==> src/hdl/vmpc_pkg.sv <==
// Package for the VMPC stream cipher unit: sizes, datapath operation codes,
// and the command and status structs shared by the controller and datapath.
// Depends on nothing.
`timescale 1ns / 1ps

package vmpc_pkg;

    localparam int BYTE_W            = 8;
    localparam int SBOX_DEPTH        = 256;
    localparam int KEY_DEPTH_DEFAULT = 256;

    localparam int OP_W = 4;

    localparam logic [OP_W-1:0] OP_IDLE = 4'd0;
    localparam logic [OP_W-1:0] OP_FILL = 4'd1;
    localparam logic [OP_W-1:0] OP_M0   = 4'd2;
    localparam logic [OP_W-1:0] OP_M1   = 4'd3;
    localparam logic [OP_W-1:0] OP_M2   = 4'd4;
    localparam logic [OP_W-1:0] OP_M3   = 4'd5;
    localparam logic [OP_W-1:0] OP_D1   = 4'd6;
    localparam logic [OP_W-1:0] OP_D2   = 4'd7;
    localparam logic [OP_W-1:0] OP_D3   = 4'd8;
    localparam logic [OP_W-1:0] OP_D4   = 4'd9;
    localparam logic [OP_W-1:0] OP_D5   = 4'd10;
    localparam logic [OP_W-1:0] OP_D6   = 4'd11;

    typedef struct packed {
        logic [OP_W-1:0] op;
        logic            key_accept;
        logic            data_accept;
        logic            sched_start;
        logic            finish;
    } vmpc_cmd_t;

    typedef struct packed {
        logic k_last;
    } vmpc_stat_t;

endpackage

==> src/hdl/vmpc_ram.sv <==
// Generic single-write, single-read RAM with a registered read port.
// Depends on nothing.
`timescale 1ns / 1ps

module vmpc_ram #(
    parameter int WIDTH = 8,
    parameter int DEPTH = 256,
    localparam int AW = (DEPTH > 1) ? $clog2(DEPTH) : 1
) (
    input  logic             aclk,
    input  logic             we,
    input  logic [AW-1:0]    waddr,
    input  logic [WIDTH-1:0] wdata,
    input  logic [AW-1:0]    raddr,
    output logic [WIDTH-1:0] rdata
);

    logic [WIDTH-1:0] mem [DEPTH];
    logic [WIDTH-1:0] rdata_reg;

    always_ff @(posedge aclk) begin
        if (we) begin
            mem[waddr] <= wdata;
        end
        rdata_reg <= mem[raddr];
    end

    assign rdata = rdata_reg;

endmodule

==> src/hdl/vmpc_dp.sv <==
// Datapath of the VMPC stream cipher unit: permutation and key RAMs, index
// registers, keystream arithmetic and output register.
// Depends on vmpc_pkg and vmpc_ram.
`timescale 1ns / 1ps

module vmpc_dp
    import vmpc_pkg::*;
#(
    parameter int KEY_DEPTH = KEY_DEPTH_DEFAULT
) (
    input  logic              aclk,
    input  logic              aresetn,
    input  logic [BYTE_W-1:0] s_tdata,
    output logic [BYTE_W-1:0] m_tdata,
    input  vmpc_cmd_t         cmd,
    output vmpc_stat_t        stat
);

    localparam int CW = $clog2(KEY_DEPTH + 1);
    localparam int KA = (KEY_DEPTH > 1) ? $clog2(KEY_DEPTH) : 1;
    localparam int SA = $clog2(SBOX_DEPTH);

    logic [SA-1:0]     i_reg, i_next;
    logic [SA-1:0]     j_reg, j_next;
    logic [SA-1:0]     k_reg, k_next;
    logic [KA-1:0]     kk_reg, kk_next;
    logic [CW-1:0]     count_reg, count_next;
    logic [BYTE_W-1:0] a_reg, a_next;
    logic [BYTE_W-1:0] b_reg, b_next;
    logic [BYTE_W-1:0] byte_reg, byte_next;
    logic [BYTE_W-1:0] ks_reg, ks_next;
    logic [BYTE_W-1:0] out_reg, out_next;

    logic              s_we;
    logic [SA-1:0]     s_waddr;
    logic [BYTE_W-1:0] s_wdata;
    logic [SA-1:0]     s_raddr;
    logic [BYTE_W-1:0] s_rdata;
    logic              key_we;
    logic [BYTE_W-1:0] key_rdata;
    logic [SA-1:0]     mix_sum;
    logic              kk_wrap;

    vmpc_ram #(
        .WIDTH(BYTE_W),
        .DEPTH(SBOX_DEPTH)
    ) u_sbox (
        .aclk (aclk),
        .we   (s_we),
        .waddr(s_waddr),
        .wdata(s_wdata),
        .raddr(s_raddr),
        .rdata(s_rdata)
    );

    vmpc_ram #(
        .WIDTH(BYTE_W),
        .DEPTH(KEY_DEPTH)
    ) u_key (
        .aclk (aclk),
        .we   (key_we),
        .waddr(count_reg[KA-1:0]),
        .wdata(s_tdata),
        .raddr(kk_reg),
        .rdata(key_rdata)
    );

    assign mix_sum     = j_reg + s_rdata + key_rdata;
    assign kk_wrap     = ((CW'(kk_reg) + CW'(1)) == count_reg);
    assign stat.k_last = (k_reg == {SA{1'b1}});
    assign m_tdata     = out_reg;

    always_comb begin
        i_next     = i_reg;
        j_next     = j_reg;
        k_next     = k_reg;
        kk_next    = kk_reg;
        count_next = count_reg;
        a_next     = a_reg;
        b_next     = b_reg;
        byte_next  = byte_reg;
        ks_next    = ks_reg;
        out_next   = out_reg;
        s_raddr    = i_reg;
        s_we       = 1'b0;
        s_waddr    = k_reg;
        s_wdata    = k_reg;
        key_we     = cmd.key_accept && (count_reg < CW'(KEY_DEPTH));
        if (key_we) begin
            count_next = count_reg + CW'(1);
        end
        if (cmd.data_accept) begin
            byte_next = s_tdata;
        end
        if (cmd.sched_start) begin
            j_next  = '0;
            kk_next = '0;
        end
        case (cmd.op)
            OP_FILL: begin
                s_we    = 1'b1;
                s_waddr = k_reg;
                s_wdata = k_reg;
                k_next  = k_reg + SA'(1);
            end
            OP_M0: begin
                s_raddr = k_reg;
            end
            OP_M1: begin
                s_raddr = mix_sum;
                j_next  = mix_sum;
                a_next  = s_rdata;
            end
            OP_M2: begin
                s_we    = 1'b1;
                s_waddr = k_reg;
                s_wdata = s_rdata;
            end
            OP_M3: begin
                s_we    = 1'b1;
                s_waddr = j_reg;
                s_wdata = a_reg;
                k_next  = k_reg + SA'(1);
                kk_next = kk_wrap ? '0 : kk_reg + KA'(1);
                if (stat.k_last) begin
                    i_next     = '0;
                    j_next     = '0;
                    count_next = '0;
                end
            end
            OP_D1: begin
                s_raddr = j_reg + s_rdata;
                a_next  = s_rdata;
            end
            OP_D2: begin
                s_raddr = s_rdata;
                j_next  = s_rdata;
            end
            OP_D3: begin
                s_raddr = s_rdata + SA'(1);
                b_next  = s_rdata;
            end
            OP_D4: begin
                s_raddr = s_rdata;
            end
            OP_D5: begin
                ks_next = s_rdata ^ byte_reg;
                s_we    = 1'b1;
                s_waddr = i_reg;
                s_wdata = b_reg;
            end
            OP_D6: begin
                s_we    = 1'b1;
                s_waddr = j_reg;
                s_wdata = a_reg;
                if (cmd.finish) begin
                    i_next   = i_reg + SA'(1);
                    out_next = ks_reg;
                end
            end
            default: begin
                s_raddr = i_reg;
            end
        endcase
    end

    always_ff @(posedge aclk) begin
        if (!aresetn) begin
            i_reg     <= '0;
            j_reg     <= '0;
            k_reg     <= '0;
            kk_reg    <= '0;
            count_reg <= '0;
        end else begin
            i_reg     <= i_next;
            j_reg     <= j_next;
            k_reg     <= k_next;
            kk_reg    <= kk_next;
            count_reg <= count_next;
        end
    end

    always_ff @(posedge aclk) begin
        a_reg    <= a_next;
        b_reg    <= b_next;
        byte_reg <= byte_next;
        ks_reg   <= ks_next;
        out_reg  <= out_next;
    end

endmodule

==> config.mk <==
export PLATFORM = sky130hd
export DESIGN_NAME = vmpc_dp
export DESIGN_NICKNAME = d
export VERILOG_FILES = /design/src/hdl/vmpc_pkg.sv /design/src/hdl/vmpc_ram.sv /design/src/hdl/vmpc_dp.sv
export SDC_FILE = /design/constraint.sdc
export NUM_CORES = 2
export LEC_CHECK = 0
export ABC_AREA = 0
export BUFFER_PORTS_ARGS = -buffer_cell sky130_fd_sc_hd__buf_4
export CORE_MARGIN = 1
export CORE_UTILIZATION = 50
export DETAILED_ROUTE_END_ITERATION = 7
export MAX_ROUTING_LAYER = met4
export PLACE_DENSITY = 0.65
export SLEW_MARGIN = 20
export SYNTH_ARGS = -nofsm -noshare
export SYNTH_HDL_FRONTEND = slang
export SYNTH_HIERARCHICAL = 1
export SYNTH_SLANG_ARGS = --single-unit
==> constraint.sdc <==
create_clock -name aclk -period 17.9 [get_ports aclk]
set_input_delay 0 -clock aclk [delete_from_list [all_inputs] [get_ports aclk]]
set_output_delay 0 -clock aclk [all_outputs]
set_load 0.03 [all_outputs]
## Word level (Yosys, flattened, before mapping)

Memories as Yosys holds them, arrays and structs flattened. A register that Yosys moved wholly into a read port is not among the register bits.
Cells that the tools add are included.

- Logic and storage cells: 67
- Register bits: 81
- Memory bits (writable): 4096
- Input port bits: 18
- Bits in latches: 0
- Memory bits (read-only): 0
- Output and inout port bits: 9
- Memories: 2

Memories:

| name | words | bits a word | read ports | clocked after memory_dff | write ports | RTL line | RTL |
|---|---|---|---|---|---|---|---|
| u_key.mem | 256 | 8 | 1 | 1 | 1 | vmpc_ram.sv:18 | `logic [WIDTH-1:0] mem [DEPTH];` |
| u_sbox.mem | 256 | 8 | 1 | 1 | 1 | vmpc_ram.sv:18 |  |

- Eq/ne operators: 15
- $mul: 0
- Muxes and demuxes: 20
- Order comparisons: 1
- Add/subtract/negate cells: 8
- Div/mod/pow operators: 0
- Shift operators: 0
- Bitwise gates (word level): 1
- Reduce and logical (&&, ||, !) cells: 10

Operators with widths:

| kind | count |
|---|---|
| two-way mux 8 bit | 7 |
| case mux 8 bit (3 select lines) | 2 |
| case mux 8 bit (5 select lines) | 1 |
| adder 8 x 1 -> 8 bit, second input constant | 4 |
| case mux 8 bit (2 select lines) | 2 |
| two-way mux 9 bit | 3 |
| adder 8 bit | 2 |
| equality test 4 x 3 -> 1 bit, second input constant | 4 |
| equality test 4 bit, second input constant | 4 |
| adder 8 x 1 -> 9 bit, second input constant | 1 |
| adder 9 x 1 -> 9 bit, second input constant | 1 |
| equality test 9 bit | 1 |
| less-than comparator 9 bit, second input constant | 1 |
| equality test 4 x 2 -> 1 bit, second input constant | 2 |
| equality test 8 bit, second input constant | 1 |
| OR reduction 2 bit | 4 |
| XOR 8 bit | 1 |
| two-way mux 1 bit | 5 |
| OR reduction 5 bit | 1 |
| equality test 4 x 1 -> 1 bit, second input constant | 1 |
| != test 2 bit, second input constant | 2 |
| nonzero test 2 bit | 2 |
| AND reduction 3 bit | 1 |
| AND reduction 2 bit | 1 |
| logical AND 1 bit | 1 |

## Depth between registers and ports, before layout

- Word-level depth: 5
- Gate-level depth with buffers: 20
- Gate-level depth less buffers: 18

## Hierarchy

Netlist, hierarchy kept.

By module, submodules not included:

| module | cells each | times used | sequential area each (µm²) | area each (µm²) |
|---|---|---|---|---|
| vmpc_ram | 3733 | 2 | 61659.1 | 79556.3 |
| vmpc_dp | 531 | 1 | 2021.9 | 4878.4 |

## Worst setup path before layout

OpenSTA, ideal clock, no wires.

- Kind: input to register
- Start: input cmd[6] (netlist bit)
- End: memory u_sbox.mem[0][6], data pin
- Stages on the path: 6
- Data arrival time: 10.955 ns
- Setup slack: 4.758 ns
- Data required time: 15.714 ns
- Path buffers: 1
- Library setup time: 2.186 ns
- Cell sequence: clkbuf_1 and4bb_1 a21oi_1 a221o_1 o21ai_0 o21ai_0

- Word-level cells in the longest chain between the ends: 3
- Elaborated cells on any way between the ends: 6
- Classes of those cells: 4 x eq/ne; 1 x mux; 1 x reduce/logical

RTL lines:

| item | RTL line | RTL |
|---|---|---|
| start, declared | vmpc_dp.sv:15 | `input vmpc_cmd_t cmd,` |
| equality test 4 bit or equality test 4 x 3 -> 1 bit (tied branches) | vmpc_dp.sv:99 | `case (cmd.op)` |
| OR reduction 2 bit (no line) | -- |  |
| case mux 8 bit (3 select lines) * | vmpc_dp.sv:99 |  |
| net s_wdata[6] | vmpc_dp.sv:36 | `logic [BYTE_W-1:0] s_wdata;` |
| end, declared | vmpc_ram.sv:18 |  |

Mark *: on every way through the listed nets, which the timed path passes. The rest lies on a longest branch.

## Final worst setup path

- Start: register u_sbox.rdata_reg[0] (netlist: u_sbox/rdata[0]) (read register of u_sbox.mem)
- End: register u_sbox.rdata_reg[1] (netlist: u_sbox/rdata[1]) (read register of u_sbox.mem)

- Word-level cells in the longest chain between the ends: 3
- Elaborated cells on any way between the ends: 4
- Classes of those cells: 3 x add/sub; 1 x mux

RTL lines:

| item | RTL line | RTL |
|---|---|---|
| start, declared | vmpc_ram.sv:19 | `logic [WIDTH-1:0] rdata_reg;` |
| adder 8 bit | vmpc_dp.sv:68, vmpc_dp.sv:132 |  |
| adder 8 bit | vmpc_dp.sv:68 | `assign mix_sum = j_reg + s_rdata + key_rdata;` |
| case mux 8 bit (5 select lines) * | vmpc_dp.sv:99 |  |
| net s_raddr[1] | vmpc_dp.sv:37 | `logic [SA-1:0] s_raddr;` |

Marks and branches as above.
A chain may end at the register's enable or synchronous reset.

==> out/metrics.csv <==
metric,value,unit
status,completed,
dpl_worst_slack,10.65,ns
ctsHoldBuffers,24,
hp-class,in2reg,
ant_nets,0,
syn_area,164000,um2
grt_overflow,0,
setup_ws,10.73,ns
synthCells,7997,
ys_ff_latch,4193,
via_count,81830,
cp.required,18.62,ns
io_pins,27,
clk_path_buf_depth,4,
clk_latency,0.97,ns
synth-edff-count,4136,
antenna_found_initial,10,
fmaxAchievable,0.1394,GHz
io_buffer_count,26,
crit_top_cell,buf_4,
routed_via_density,6.408,
fillers,23980,
num_rows,209,
drt_wl_total,403.9,mm
synth.yosys.seq_area_share,76.43,%
setup_tns,0,ns
grt_first_pass_wirelength,584.2,mm
fin_crit,7.173,ns
cp-start-kind,flop,
syn2layout_area_growth,10.89,%
rsz0062_at_grt,no,
cp_top_family,buffers and inverters,
crit_fanout,47,
path_cells,ha_1 -> fa_1 -> inv_1 -> fa_1 -> nor2_1 -> a21oi_1 -> o2111ai_1 -> o21a_4 -> buf_4 -> buf_4 -> buf_4 -> mux4_2 -> o221ai_1 -> nor2_1 -> nor4_1 -> nor4_1,
critPathMaxStageDelay,0.91,ns
postCtsSetupRepairBufs,0,
startpoint,u_sbox/rdata[0]$_DFF_P_,
cts_resized,0,
crit_type,reg2reg,
finalSetupViolCount,0,
regToRegStartpoint,u_sbox/rdata[0]$_DFF_P_,
drv_slew,0,
synthArstFlopShare,0,%
nets,8146,
finalHoldViolCount,0,
clkSinkCount,4193,
crit_arrival,7.90,ns
synth_ff_type,edfxtp_1,
hpwl,243.3,mm
die_y,574.7,um
maxCapViolCount,0,
cts_root_buffer,clkbuf_16,
p_leak,54.57,nW
hold_start,cmd[3],
drtIter0Drc,9999,
globalplace.congestion,0.8964,
cts_tree,done,
wl_per_cell,31.63,um
instances_no_fill,12770,
tightest_slew,1.306,ns
crit_buf_inv,4,
avgSynthCellArea,20.51,um2
firstDrtPassIters,6,
grtUsageTotal,25.04,%
grt_max_degree,225,
grt_pass1_vias,81040,
ir_worst_vdd,113.1,uV
die_area,330300,um2
dp_cells,12000,
powerDensity,114.4,nW/um2
initial_core_util,50.41,%
cts_buffers,404,
fin_worst_skew,0.04659,ns
cpMaxStageDelayCell,nor4_1,
period_share,40.07,%
slew_headroom,12.94,%
drc,0,
clk_pin_slew,0.06,ns
drive_gt1_share,20.96,%
end_kind,flop,
yosysWarnings,6,
fp.dieW,574.7,um
synth_fp_nets,8036,
synth_cell_types,80,
core,325300,um2
cts_max_level,5,
## tightest hold or removal path, cell delays in order
cell and delay (ns):
dlygate4sd3_1 0.55, buf_4 0.17, nand4_1 0.09, nor2_1 0.04, nor2_1 0.07, nor2_1 0.04
## logic make-up (layout without fill, tap and decap cells)
kind of cell | Yosys count | in the layout | share of synthesized area (%)
flip-flops | 4193 | 4193 | 76.43
multiplexers | 1185 | 1185 | 14.20
AND/OR/NAND/NOR | 1132 | 1132 | 3.169
AO/OA/AOI/OAI | 909 | 909 | 3.914
buffers and inverters | 514 | 956 | 1.884
XOR/XNOR | 43 | 43 | 0.2297
adder cells (fa/ha/maj) | 21 | 21 | 0.1694
other | 0 | 6 | 0
## cell usage in the layout (no fill, tap or decap), types with 82 or more instances in the layout
master,count
clkbuf_16,412
edfxtp_1,4136
nor2_1,605
a21oi_1,222
mux4_2,908
nand2_1,103
mux2i_1,269
nand3_1,82
a22oi_1,273
buf_4,146
o221ai_1,93
## path summary, 6_finish.rpt
| kind | endpoint | slack [ns] | cells after the start |
|---|---|---|---|
| max reg2reg | u_sbox/rdata[1]$_DFF_P_ | 10.73 | 16 |
| min reg2reg | m_tdata[3]$_DFFE_PP_ | 0.40 | 0 |
| max | u_sbox/rdata[1]$_DFF_P_ | 10.73 | 16 |
| min | count_reg[8]$_SDFF_PN0_ | 0.07 | 6 |
## per-stage QoR
stage / hold slack, ns / util, % / total power, mW / instance area (um2)
final: 0.06876 / 55.90 / 20.80 / 181800
after global routing: 0.08113 / 55.90 / 21.37 / 181800
after global placement: 0.2887 / 51.73 / 12.49 / 168300
after detailed placement: 0.2990 / 51.75 / 12.51 / 168300
after CTS: 0.01595 / 55.87 / 20.93 / 181800
after floorplan: 0.09887 / - / 12.05 / 164000
## routing by layer
layer | up-vias | wire length (um) | GRT usage (%)
met2 | 4017 | 196600 | 39.19
met3 | 727 | 31540 | 3.493
met1 | 43490 | 159400 | 33.94
li1 | 33600 | - | -
met4 | 0 | 16480 | 9.105
met5 | - | 0 | -
## power breakdown
part	total, mW	switching [mW]	leakage (nW)	internal [mW]
sequential	10.9	0.0661	38.0	10.9
combinational	1.36	0.882	10.2	0.482
clock	8.50	3.61	6.43	4.89
total	20.8	4.56	54.6	16.2
## cells in the mapped netlist, types with 13 or more instances
| cell | n | share of area, % |
|---|---|---|
| nand4_1 | 31 | 0.12 |
| buf_1 | 45 | 0.10 |
| a221oi_1 | 36 | 0.19 |
| and2_1 | 20 | 0.076 |
| nor2_1 | 618 | 1.4 |
| xnor2_1 | 20 | 0.11 |
| buf_4 | 56 | 0.26 |
| nor2b_1 | 70 | 0.27 |
| o22ai_1 | 56 | 0.21 |
| buf_12 | 16 | 0.20 |
| buf_2 | 65 | 0.20 |
| ha_1 | 19 | 0.14 |
| nand2b_1 | 25 | 0.095 |
| or2_2 | 13 | 0.050 |
| nor3_1 | 54 | 0.16 |
| clkbuf_1 | 244 | 0.56 |
| inv_1 | 18 | 0.041 |
| nor4_1 | 49 | 0.19 |
| a22o_1 | 19 | 0.10 |
| o21ai_0 | 46 | 0.14 |
| o211ai_1 | 25 | 0.11 |
| nand2_1 | 103 | 0.24 |
| o221ai_1 | 93 | 0.50 |
| mux4_2 | 908 | 12 |
| a22oi_1 | 273 | 1.2 |
| buf_6 | 42 | 0.29 |
| a21oi_1 | 227 | 0.69 |
| buf_8 | 26 | 0.24 |
| mux2i_1 | 269 | 1.6 |
| nand3_1 | 91 | 0.28 |
| a211oi_1 | 39 | 0.18 |
| dfxtp_1 | 57 | 0.70 |
| xor2_1 | 23 | 0.12 |
| edfxtp_1 | 4136 | 76 |
| and3_1 | 15 | 0.057 |
## area by class of cell
cell class	instances	area [um2]	area share, %
multi-input cells	3290	35970	19.78
well taps	4325	5411	2.976
repair buffers	198	1828	1.005
clock buffers	494	10640	5.850
diodes	6	15.01	0.008257
clock inverters	244	2554	1.404
inverters	20	75.07	0.04128
flip-flops and latches	4193	125400	68.94
(Power assumes the default switching activity.)
