$ cat src/hdl/vmpc_pkg.sv
// Package for the VMPC stream cipher unit: sizes, datapath operation codes,
// and the command and status structs shared by the controller and datapath.
// Depends on nothing.
`timescale 1ns / 1ps

package vmpc_pkg;

    localparam int BYTE_W            = 8;
    localparam int SBOX_DEPTH        = 256;
    localparam int KEY_DEPTH_DEFAULT = 256;

    localparam int OP_W = 4;

    localparam logic [OP_W-1:0] OP_IDLE = 4'd0;
    localparam logic [OP_W-1:0] OP_FILL = 4'd1;
    localparam logic [OP_W-1:0] OP_M0   = 4'd2;
    localparam logic [OP_W-1:0] OP_M1   = 4'd3;
    localparam logic [OP_W-1:0] OP_M2   = 4'd4;
    localparam logic [OP_W-1:0] OP_M3   = 4'd5;
    localparam logic [OP_W-1:0] OP_D1   = 4'd6;
    localparam logic [OP_W-1:0] OP_D2   = 4'd7;
    localparam logic [OP_W-1:0] OP_D3   = 4'd8;
    localparam logic [OP_W-1:0] OP_D4   = 4'd9;
    localparam logic [OP_W-1:0] OP_D5   = 4'd10;
    localparam logic [OP_W-1:0] OP_D6   = 4'd11;

    typedef struct packed {
        logic [OP_W-1:0] op;
        logic            key_accept;
        logic            data_accept;
        logic            sched_start;
        logic            finish;
    } vmpc_cmd_t;

    typedef struct packed {
        logic k_last;
    } vmpc_stat_t;

endpackage

$ cat src/hdl/vmpc_ctrl.sv
// Controller state machine of the VMPC stream cipher unit: handshakes,
// clearing pass, key schedule and keystream sequencing. Depends on vmpc_pkg.
`timescale 1ns / 1ps

module vmpc_ctrl
    import vmpc_pkg::*;
(
    input  logic       aclk,
    input  logic       aresetn,
    input  logic       s_tvalid,
    output logic       s_tready,
    input  logic       s_tuser,
    input  logic       s_tlast,
    output logic       m_tvalid,
    input  logic       m_tready,
    output vmpc_cmd_t  cmd,
    input  vmpc_stat_t stat
);

    localparam logic [3:0] ST_FILL_RST = 4'd0;
    localparam logic [3:0] ST_IDLE     = 4'd1;
    localparam logic [3:0] ST_FILL_KEY = 4'd2;
    localparam logic [3:0] ST_M0       = 4'd3;
    localparam logic [3:0] ST_M1       = 4'd4;
    localparam logic [3:0] ST_M2       = 4'd5;
    localparam logic [3:0] ST_M3       = 4'd6;
    localparam logic [3:0] ST_D1       = 4'd7;
    localparam logic [3:0] ST_D2       = 4'd8;
    localparam logic [3:0] ST_D3       = 4'd9;
    localparam logic [3:0] ST_D4       = 4'd10;
    localparam logic [3:0] ST_D5       = 4'd11;
    localparam logic [3:0] ST_D6       = 4'd12;

    logic [3:0] state_reg;
    logic [3:0] state_next;
    logic       valid_reg;
    logic       valid_next;
    logic       accept;
    logic       slot_free;

    assign s_tready  = (state_reg == ST_IDLE);
    assign accept    = s_tvalid && s_tready;
    assign slot_free = !valid_reg || m_tready;
    assign m_tvalid  = valid_reg;

    always_comb begin
        state_next      = state_reg;
        cmd.op          = OP_IDLE;
        cmd.key_accept  = 1'b0;
        cmd.data_accept = 1'b0;
        cmd.sched_start = 1'b0;
        cmd.finish      = 1'b0;
        case (state_reg)
            ST_FILL_RST: begin
                cmd.op = OP_FILL;
                if (stat.k_last) begin
                    state_next = ST_IDLE;
                end
            end
            ST_IDLE: begin
                cmd.op = OP_IDLE;
                if (accept) begin
                    if (s_tuser) begin
                        cmd.data_accept = 1'b1;
                        state_next      = ST_D1;
                    end else begin
                        cmd.key_accept = 1'b1;
                        if (s_tlast) begin
                            cmd.sched_start = 1'b1;
                            state_next      = ST_FILL_KEY;
                        end
                    end
                end
            end
            ST_FILL_KEY: begin
                cmd.op = OP_FILL;
                if (stat.k_last) begin
                    state_next = ST_M0;
                end
            end
            ST_M0: begin
                cmd.op     = OP_M0;
                state_next = ST_M1;
            end
            ST_M1: begin
                cmd.op     = OP_M1;
                state_next = ST_M2;
            end
            ST_M2: begin
                cmd.op     = OP_M2;
                state_next = ST_M3;
            end
            ST_M3: begin
                cmd.op     = OP_M3;
                state_next = stat.k_last ? ST_IDLE : ST_M0;
            end
            ST_D1: begin
                cmd.op     = OP_D1;
                state_next = ST_D2;
            end
            ST_D2: begin
                cmd.op     = OP_D2;
                state_next = ST_D3;
            end
            ST_D3: begin
                cmd.op     = OP_D3;
                state_next = ST_D4;
            end
            ST_D4: begin
                cmd.op     = OP_D4;
                state_next = ST_D5;
            end
            ST_D5: begin
                cmd.op     = OP_D5;
                state_next = ST_D6;
            end
            ST_D6: begin
                cmd.op = OP_D6;
                if (slot_free) begin
                    cmd.finish = 1'b1;
                    state_next = ST_IDLE;
                end
            end
            default: begin
                state_next = ST_IDLE;
            end
        endcase
    end

    always_comb begin
        valid_next = valid_reg;
        if (cmd.finish) begin
            valid_next = 1'b1;
        end else if (m_tready) begin
            valid_next = 1'b0;
        end
    end

    always_ff @(posedge aclk) begin
        if (!aresetn) begin
            state_reg <= ST_FILL_RST;
            valid_reg <= 1'b0;
        end else begin
            state_reg <= state_next;
            valid_reg <= valid_next;
        end
    end

endmodule

$ cat config.mk
export PLATFORM = sky130hd
export DESIGN_NAME = vmpc_ctrl
export DESIGN_NICKNAME = d
export VERILOG_FILES = /design/src/hdl/vmpc_pkg.sv /design/src/hdl/vmpc_ctrl.sv
export SDC_FILE = /design/constraint.sdc
export NUM_CORES = 1
export LEC_CHECK = 0
export BUFFER_PORTS_ARGS = -buffer_cell sky130_fd_sc_hd__buf_2
export CAP_MARGIN = 0
export CORE_AREA = 8 8 45 47
export DETAILED_ROUTE_END_ITERATION = 8
export DIE_AREA = 0 0 53 55
export PLACE_DENSITY = 0.65
export REMOVE_ABC_BUFFERS = 1
export SYNTH_ARGS = -nofsm -noshare
export SYNTH_HDL_FRONTEND = slang
export SYNTH_SLANG_ARGS = --single-unit
$ cat constraint.sdc
create_clock -name aclk -period 2 [get_ports aclk]
set_input_delay 0.3 -clock aclk [delete_from_list [all_inputs] [get_ports aclk]]
set_output_delay 0.3 -clock aclk [all_outputs]
set_load 0.03 [all_outputs]
# Word-level counts from Yosys, hierarchy flattened
# Index checks and enable logic that the tools add are counted.
[word_totals]
output_inout_bits = 10
reg_bits = 5
wordCells = 45
in_bits = 7
[classes]
n_eq_ne = 17
mux = 19
reduce_logical = 7
[ops]
columns = ["operator", "n"]
rows = [
  ["$pmux W4 S13", 1],
  ["$pmux W4 S11", 1],
  ["$mux W4", 6],
  ["$eq A4 B4 Y1 const B", 5],
  ["$eq A4 B3 Y1 const B", 4],
  ["$eq A4 B2 Y1 const B", 2],
  ["$mux W1", 8],
  ["$mux W3", 2],
  ["$ne A2 B2 Y1 const B", 3],
  ["$reduce_and A5 Y1", 1],
  ["$eq A4 B1 Y1 const B", 1],
  ["$logic_not A4 Y1", 1],
  ["$ne A3 B1 Y1 const B", 1],
  ["$mux W2", 1],
  ["$ne A2 B1 Y1 const B", 1],
  ["$reduce_bool A2 Y1", 1],
  ["$reduce_or A2 Y1", 1],
  ["$logic_and A1 B1 Y1", 1],
  ["$logic_not A1 Y1", 1],
  ["$logic_or A1 B1 Y1", 1],
]

# Depth between registers and ports, before layout
# Gate-level depths: netlist of the first run.
[depth]
word_depth = 5
mapped_depth = 4
ltp_nobuf = 3

# Least setup slack after synthesis of the first run
# Ideal clock, no wire load.
[synth_path]
kind = "reg-to-output"
start = "register state_reg[1]"
end = "output port cmd[1] (netlist bit)"
arrival_time_ns = 1.789
required_ns = 1.700
path_buffers = 0
path_stages_with_launch = 4
slack_ns = -0.089
cell_sequence = "dfxtp_1 nor4b_2 nand2_1 nor3b_2"
[synth_lines]
columns = ["element", "line_no", "text"]
rows = [
  ["start, declared", "vmpc_ctrl.sv:34", "logic [3:0] state_reg;"],
  ["start signal, assigned", "vmpc_ctrl.sv:144", "state_reg <= state_next;"],
  ["end, declared", "vmpc_ctrl.sv:16", "output vmpc_cmd_t cmd,"],
]

==> flow_metrics.env, run 1 <==
export IMPL_outcome="finished, final reports clean"
export IMPL_final_setup_viol_count=0
export IMPL_nets=82
export IMPL_start_util_pct=32.8
export IMPL_core_area_um2=1380
export IMPL_rows=14
export IMPL_min_period_over_period_pct=92.1
export IMPL_powerDensity_nw_per_um2=588
export IMPL_postCtsSetupBuffers=0
export IMPL_switching_share_pct=33.6
export IMPL_grt_max_degree=16
export IMPL_dp_cells=86
export IMPL_dp_hpwl_um=889
export IMPL_gp_congestion=0.792
export IMPL_hold_buffers=0
export IMPL_drt_wirelength_per_cell_um=12.8
export IMPL_cts_tree="done"
export IMPL_ant_nets=0
export IMPL_slew_headroom_pct=66.3
export IMPL_end_kind="output pin"
export IMPL_fin_skew_ns=0.00846
export IMPL_vias_per_cell=5.38
export IMPL_synth_xor_area_share_pct=0
export IMPL_netlist_area_um2=454
export IMPL_top_level_ports=17
export IMPL_area_growth_pct=27.3
export IMPL_grt_pass1_wl_um=1880
export IMPL_max_freq_ghz=0.543
export IMPL_intPower_uw=226
export IMPL_worst_setup_path_start_kind="register"
export IMPL_rsz0062_at_grt="no"
export IMPL_vdd_drop_max_mv=0.393
export IMPL_htree_levels=1
export IMPL_power_switching_uw=114
export IMPL_fp_dieH_um=55
export IMPL_dieArea_um2=2920
export IMPL_worst_pin_slew_ns=0.500
export IMPL_fillers=137
export IMPL_largest_reg_flops=4
export IMPL_yosysTopAreaCellShare_pct=22.0
export IMPL_ys_types=36
export IMPL_drt_iter0_drc=3
export IMPL_power_frac_comb_pct=31.9
export IMPL_multi_input_area_um2=325
export IMPL_synthAdderAreaFrac_pct=0
export IMPL_synth_seq_cells=5
export IMPL_wl_um=1160
export IMPL_drv_cap=0
export IMPL_finish_utilization_pct=41.8
export IMPL_antenna_found_initial=0
export IMPL_clk_path_buf_depth=2
export IMPL_power_frac_seq_pct=33.7
export IMPL_synth_mux_area_share_pct=2.20
export IMPL_synth_simple_area_share_pct=39.4
export IMPL_p_total_uw=340
export IMPL_gr_total_overflow=0
export IMPL_cts_inserted_buffers=3
export IMPL_synth_seq_area_share_pct=22.0
export IMPL_path_clk_slew_ns=0.05
export IMPL_hold_viol=0
export IMPL_avgSynthCellArea_um2=8.11
export IMPL_cts_num_sinks=5
export IMPL_min_path_type="input pin to register"
export IMPL_maxSlewViolCount=0
export IMPL_drive_above_1_share_pct=36.5
export IMPL_insertedDiodeCount=0
export IMPL_root_buffer="clkbuf_4"
export IMPL_p_clk_share_pct=34.5
export IMPL_grt_usage_pct=8.64
export IMPL_synth_top_family_by_area="simple AND/OR/NAND/NOR gates"
export IMPL_synth_area_leader_cell="dfxtp_1"
export IMPL_insertion_delay_ns=0.25
export IMPL_num_vias=484
export IMPL_port_buffers=16
export IMPL_ys_warn_count=0
export IMPL_min_period_ns=1.84
export IMPL_synth_cells=56
export IMPL_cp_arrival_ns=1.54
export IMPL_path_max_fanout=14
export IMPL_layout_cells_non_filler=90
export IMPL_leakagePower_uw=0.000260
export IMPL_synth_compound_area_share_pct=28.1
export IMPL_holdWs_ns=0.366
export IMPL_seq_area_um2=100
export IMPL_grt_pass1_vias=436
export IMPL_drc=0
export IMPL_crit_type="register to output pin"
export IMPL_synthTopCellsByArea="dfxtp_1, and3_1, buf_2"
export IMPL_required_ns=1.70
export IMPL_fp_dieW_um=53
export IMPL_dr_pass1_iters=3
-- final cells by class --
type / instances / share of cell area [%]
multi-input cells: 45 / 56.3
repair buffers: 19 / 17.7
flip-flops and latches: 5 / 17.3
clock buffers: 4 / 4.55
well taps: 16 / 3.46
inverters: 1 / 0.649
-- critical path, stage by stage (launching register included) --
cell,delay (ns)
dfxtp_1,0.45
nor4b_4,0.32
nand2_1,0.13
nor3b_2,0.18
buf_2,0.21
-- power by group through the flow --
stage | logic, uW | clock network [uW] | registers (uW)
2_1_floorplan | 65.8 | 0 | 118
3_3_place_gp | 105 | 0 | 115
3_5_place_dp | 106 | 0 | 115
4_1_cts | 106 | 124 | 113
5_1_grt | 118 | 138 | 116
6_report | 108 | 117 | 115
-- path summary, 6_finish.rpt --
check	startpoint	end	slack [ns]	depth (start not counted)
min reg2reg	state_reg[1]	state_reg[0]	0.61	3
max	state_reg[2]	cmd[1]	0.16	4
max reg2reg	state_reg[0]	state_reg[1]	0.45	4
min	aresetn	m_tvalid	0.37	2
-- metrics by stage --
step,setup TNS [ns],instance area [um2],setup WS (ns)
6_report,0,578,0.158
5_1_grt,0,578,0.0345
4_1_cts,0,569,0.0834
3_5_place_dp,0,543,0.364
3_3_place_gp,0,543,0.386
2_1_floorplan,-0.382,420,-0.215
-- synthesized netlist by cell type (all sizes together) --
library cell and number:
nor4b 2, o41ai 1, nand2 4, o211ai 1, o221a 1, nand4b 1, a21boi 2, o21a 2
and3 3, a211oi 1, mux2i 1, a31oi 1, a32o 1, and2b 1, dfxtp 5, o2111a 1
or2 1, inv 1, nor2 3, nor3b 3, or3 1, nor4 1, a221oi 1, or2b 1
buf 5, nor2b 1, or3b 1, nor3 3, o21ai 4, nand3 2
-- cell usage in the layout (no fill, tap or decap) --
cell type / instances
a221oi_1: 1
nand2_1: 4
clkbuf_1: 1
nand3_1: 2
buf_2: 16
and2b_1: 1
and3_1: 3
o21ai_0: 2
or2b_1: 1
o2111a_1: 1
or3_1: 1
inv_2: 1
o211ai_1: 1
nor4b_4: 1
clkbuf_4: 3
a21boi_0: 1
nor3_1: 3
nor2_1: 3
mux2i_1: 1
o221a_1: 1
nor4_1: 1
o21ai_1: 2
nand4b_1: 1
nor4b_1: 1
or3b_1: 1
or2_1: 1
a32o_2: 1
nor2b_1: 1
a31oi_1: 1
a21boi_1: 1
a211oi_2: 1
nor3b_1: 2
o21a_1: 2
o41ai_1: 1
buf_4: 3
dfxtp_1: 5
nor3b_2: 1
-- per-layer routing --
metal / share of wire [%] / vias up / track usage (%)
li1: - / 252 / -
met2: 46 / 15 / 12.3
met5: 0 / - / 0
met3: 7.2 / 0 / 4.55
met4: 0 / 0 / 3.88
met1: 47 / 217 / 10.5
-- cell families after synthesis --
| family | after synthesis |
|---|---|
| muxes | 1 |
| DFF | 5 |
| and+or+nand+nor | 28 |
| AOI/OAI and AO/OA | 16 |
| buffers and inverters | 6 |
-- repair_timing --
item,CTS,global route
endpoints found under the setup margin,0,1
resized for setup,0,1
endpoints found under the hold margin,0,0
(Power assumes the default switching activity.)
==> run 2, diff against run 1 <==
Settings changed: ABC_AREA set to 1, CTS_CLUSTER_DIAMETER set to 100, PLACE_DENSITY 0.65 to 0.66.
==> flow_metrics.env, run 2 <==
export IMPL_drt_wirelength_per_cell_um=10.7
export IMPL_cts_resized=0
export IMPL_synthAdderAreaFrac_pct=0
export IMPL_grtUsageMet2_pct=13.7
export IMPL_synth_top_family_by_area="simple AND/OR/NAND/NOR gates"
export IMPL_final_setup_viol_count=0
export IMPL_clk_path_buf_depth=2
export IMPL_synth_xor_area_share_pct=0
export IMPL_num_vias=489
export IMPL_top_usage_layer="met2"
export IMPL_dieArea_um2=2920
export IMPL_gp_congestion=0.830
export IMPL_synth_area_leader_cell="dfxtp_1"
export IMPL_setup_tns_ns=0
export IMPL_fp_dieH_um=55
export IMPL_antenna_found_initial=0
export IMPL_powerDensity_nw_per_um2=648
export IMPL_synth_cells=70
export IMPL_start_util_pct=33.7
export IMPL_rows=14
export IMPL_insertion_delay_ns=0.24
export IMPL_postCtsSetupBuffers=0
export IMPL_synth_seq_cells=5
export IMPL_crit_type="register to output pin"
export IMPL_top_level_ports=17
export IMPL_synth_simple_area_share_pct=56.0
export IMPL_avgSynthCellArea_um2=6.67
export IMPL_drc=0
export IMPL_drv_cap=0
export IMPL_cp_arrival_ns=1.44
export IMPL_grt_max_degree=9
export IMPL_critPathSlowestCell="dfxtp_1"
export IMPL_synth_edf_count=0
export IMPL_min_path_type="input pin to register"
export IMPL_root_buffer="clkbuf_4"
export IMPL_hold_viol=0
export IMPL_fin_ws_ns=0.264
export IMPL_async_flop_share_pct=0
export IMPL_dr_pass1_iters=4
export IMPL_max_freq_ghz=0.576
export IMPL_path_clk_slew_ns=0.05
export IMPL_dp_hpwl_um=963
export IMPL_cts_inserted_buffers=3
export IMPL_grtUsageMet3_pct=1.87
export IMPL_yosysTopAreaCellShare_pct=21.4
export IMPL_path_max_fanout=6
export IMPL_vdd_drop_max_mv=0.250
export IMPL_grt_pass1_vias=442
export IMPL_area_growth_pct=24.1
export IMPL_cts_num_sinks=5
export IMPL_synth_mux_area_share_pct=0
export IMPL_synth_seq_area_share_pct=21.4
export IMPL_insertedDiodeCount=0
export IMPL_grt_pass1_wl_um=1740
export IMPL_synth_most_common_cell="nand2_1"
export IMPL_worst_pin_slew_ns=0.338
export IMPL_port_buffers=16
export IMPL_end_kind="output pin"
export IMPL_outcome="finished, final reports clean"
export IMPL_synth_compound_area_share_pct=11.3
export IMPL_ys_types=19
export IMPL_synthTopCellsByArea="dfxtp_1, nand2_1, nand2_2"
export IMPL_min_period_over_period_pct=86.8
export IMPL_slew_headroom_pct=77.4
export IMPL_worst_setup_path_start_kind="register"
export IMPL_vias_per_cell=4.70
export IMPL_largest_reg_flops=4
export IMPL_dp_slack_ns=0.516
export IMPL_crit_family="simple AND/OR/NAND/NOR gates"
export IMPL_htree_levels=1
export IMPL_fp_dieW_um=53
export IMPL_core_area_um2=1380
export IMPL_use_met1_pct=8.97
export IMPL_mostFrequentLayoutCells="buf_2, nand2_1, nor2_1"
export IMPL_wl_um=1110
export IMPL_leakagePower_uw=0.000295
export IMPL_ys_warn_count=0
export IMPL_nets=96
export IMPL_synth_common_cells="nand2_1, nor2_1, nand2_2"
export IMPL_ys_flop_type="dfxtp_1"
export IMPL_final_common_cell="buf_2"
export IMPL_path_cells="nor2_2 > nand3_2 > nor3_2 > and2_1 > buf_2"
export IMPL_maxSlewViolCount=0
export IMPL_fin_skew_ns=0.00651
export IMPL_crit_path_max_incr_delay_ns=0.38
export IMPL_cts_tree="done"
export IMPL_grt_usage_pct=7.60
export IMPL_drt_iter0_drc=6
export IMPL_netlist_area_um2=467
export IMPL_hold_buffers=0
export IMPL_min_period_ns=1.74
export IMPL_ant_nets=0
export IMPL_gr_total_overflow=0
export IMPL_rsz0062_at_grt="no"
export IMPL_critPathBufInv=1
export IMPL_required_ns=1.70
export IMPL_drive_above_1_share_pct=51.1
run 2: cell types whose count changed in the layout (fill, tap and decap cells not counted), moves of 3 or more:
cell / before / now
a21oi_2: 0 / 3
nor3_1: 3 / 0
nor2_2: 0 / 5
inv_1: 0 / 6
nand2_1: 4 / 13
buf_4: 3 / 0
nand2_2: 0 / 7
nor2_1: 3 / 8
nor2_4: 0 / 3
and3_1: 3 / 0
run 2: metal layers:
layer	up-vias	part of all wire, %
met4	0	0
met5	-	0
met2	17	47
met1	218	43
met3	0	9.7
li1	254	-
run 2: path summary, 6_finish.rpt:
check	to	startpoint	cells past startpoint	slack [ns]
min reg2reg	state_reg[2]	m_tvalid	4	0.60
max reg2reg	state_reg[1]	state_reg[0]	8	0.74
min	state_reg[0]	aresetn	3	0.33
max	cmd[1]	state_reg[2]	5	0.26
run 2: power by group:
part           internal (uW)  switching, uW  leakage, uW
Combinational           45.9           91.5     0.000237
Sequential               107           14.0    0.0000408
Clock                   72.5           44.7    0.0000177
run 2: area by class of cell:
| class | instances | area, um2 |
|---|---|---|
| fill | 152 | 805 |
| multi-input combinational | 53 | 314 |
| timing repair buffer | 16 | 80.1 |
| inverter | 10 | 37.5 |
| clock inverter | 1 | 5.00 |
| clock buffer | 3 | 22.5 |
| tap | 16 | 20.0 |
| sequential | 5 | 100 |
run 2: cells by family (layout without fill, tap and decap cells):
kind of cell,after synthesis,after routing
simple gates,45,45
buf+inv,12,30
compound gates,8,8
flops,5,5
run 2: worst register-to-register path, cell delays in order (launching register included):
cell and delay (ns):
dfxtp_1 0.52, inv_1 0.14, nand2_2 0.09, nand2_1 0.08, nand2_1 0.06, nand2_1 0.04
nand2_1 0.08, nand2_2 0.07, a21oi_2 0.12
run 2: metrics by stage:
| step | instance area [um2] | total power, uW | cells | hold slack, ns | utilization, % |
|---|---|---|---|---|---|
| after floorplan | 452 | 227 | 68 | 0.455 | - |
| after global routing | 579 | 398 | 104 | 0.335 | 41.9 |
| after global placement | 552 | 258 | 100 | 0.587 | 39.9 |
| final | 579 | 375 | 104 | 0.328 | 41.9 |
| after CTS | 579 | 381 | 104 | 0.325 | 41.9 |
| after detailed placement | 552 | 261 | 100 | 0.586 | 39.9 |
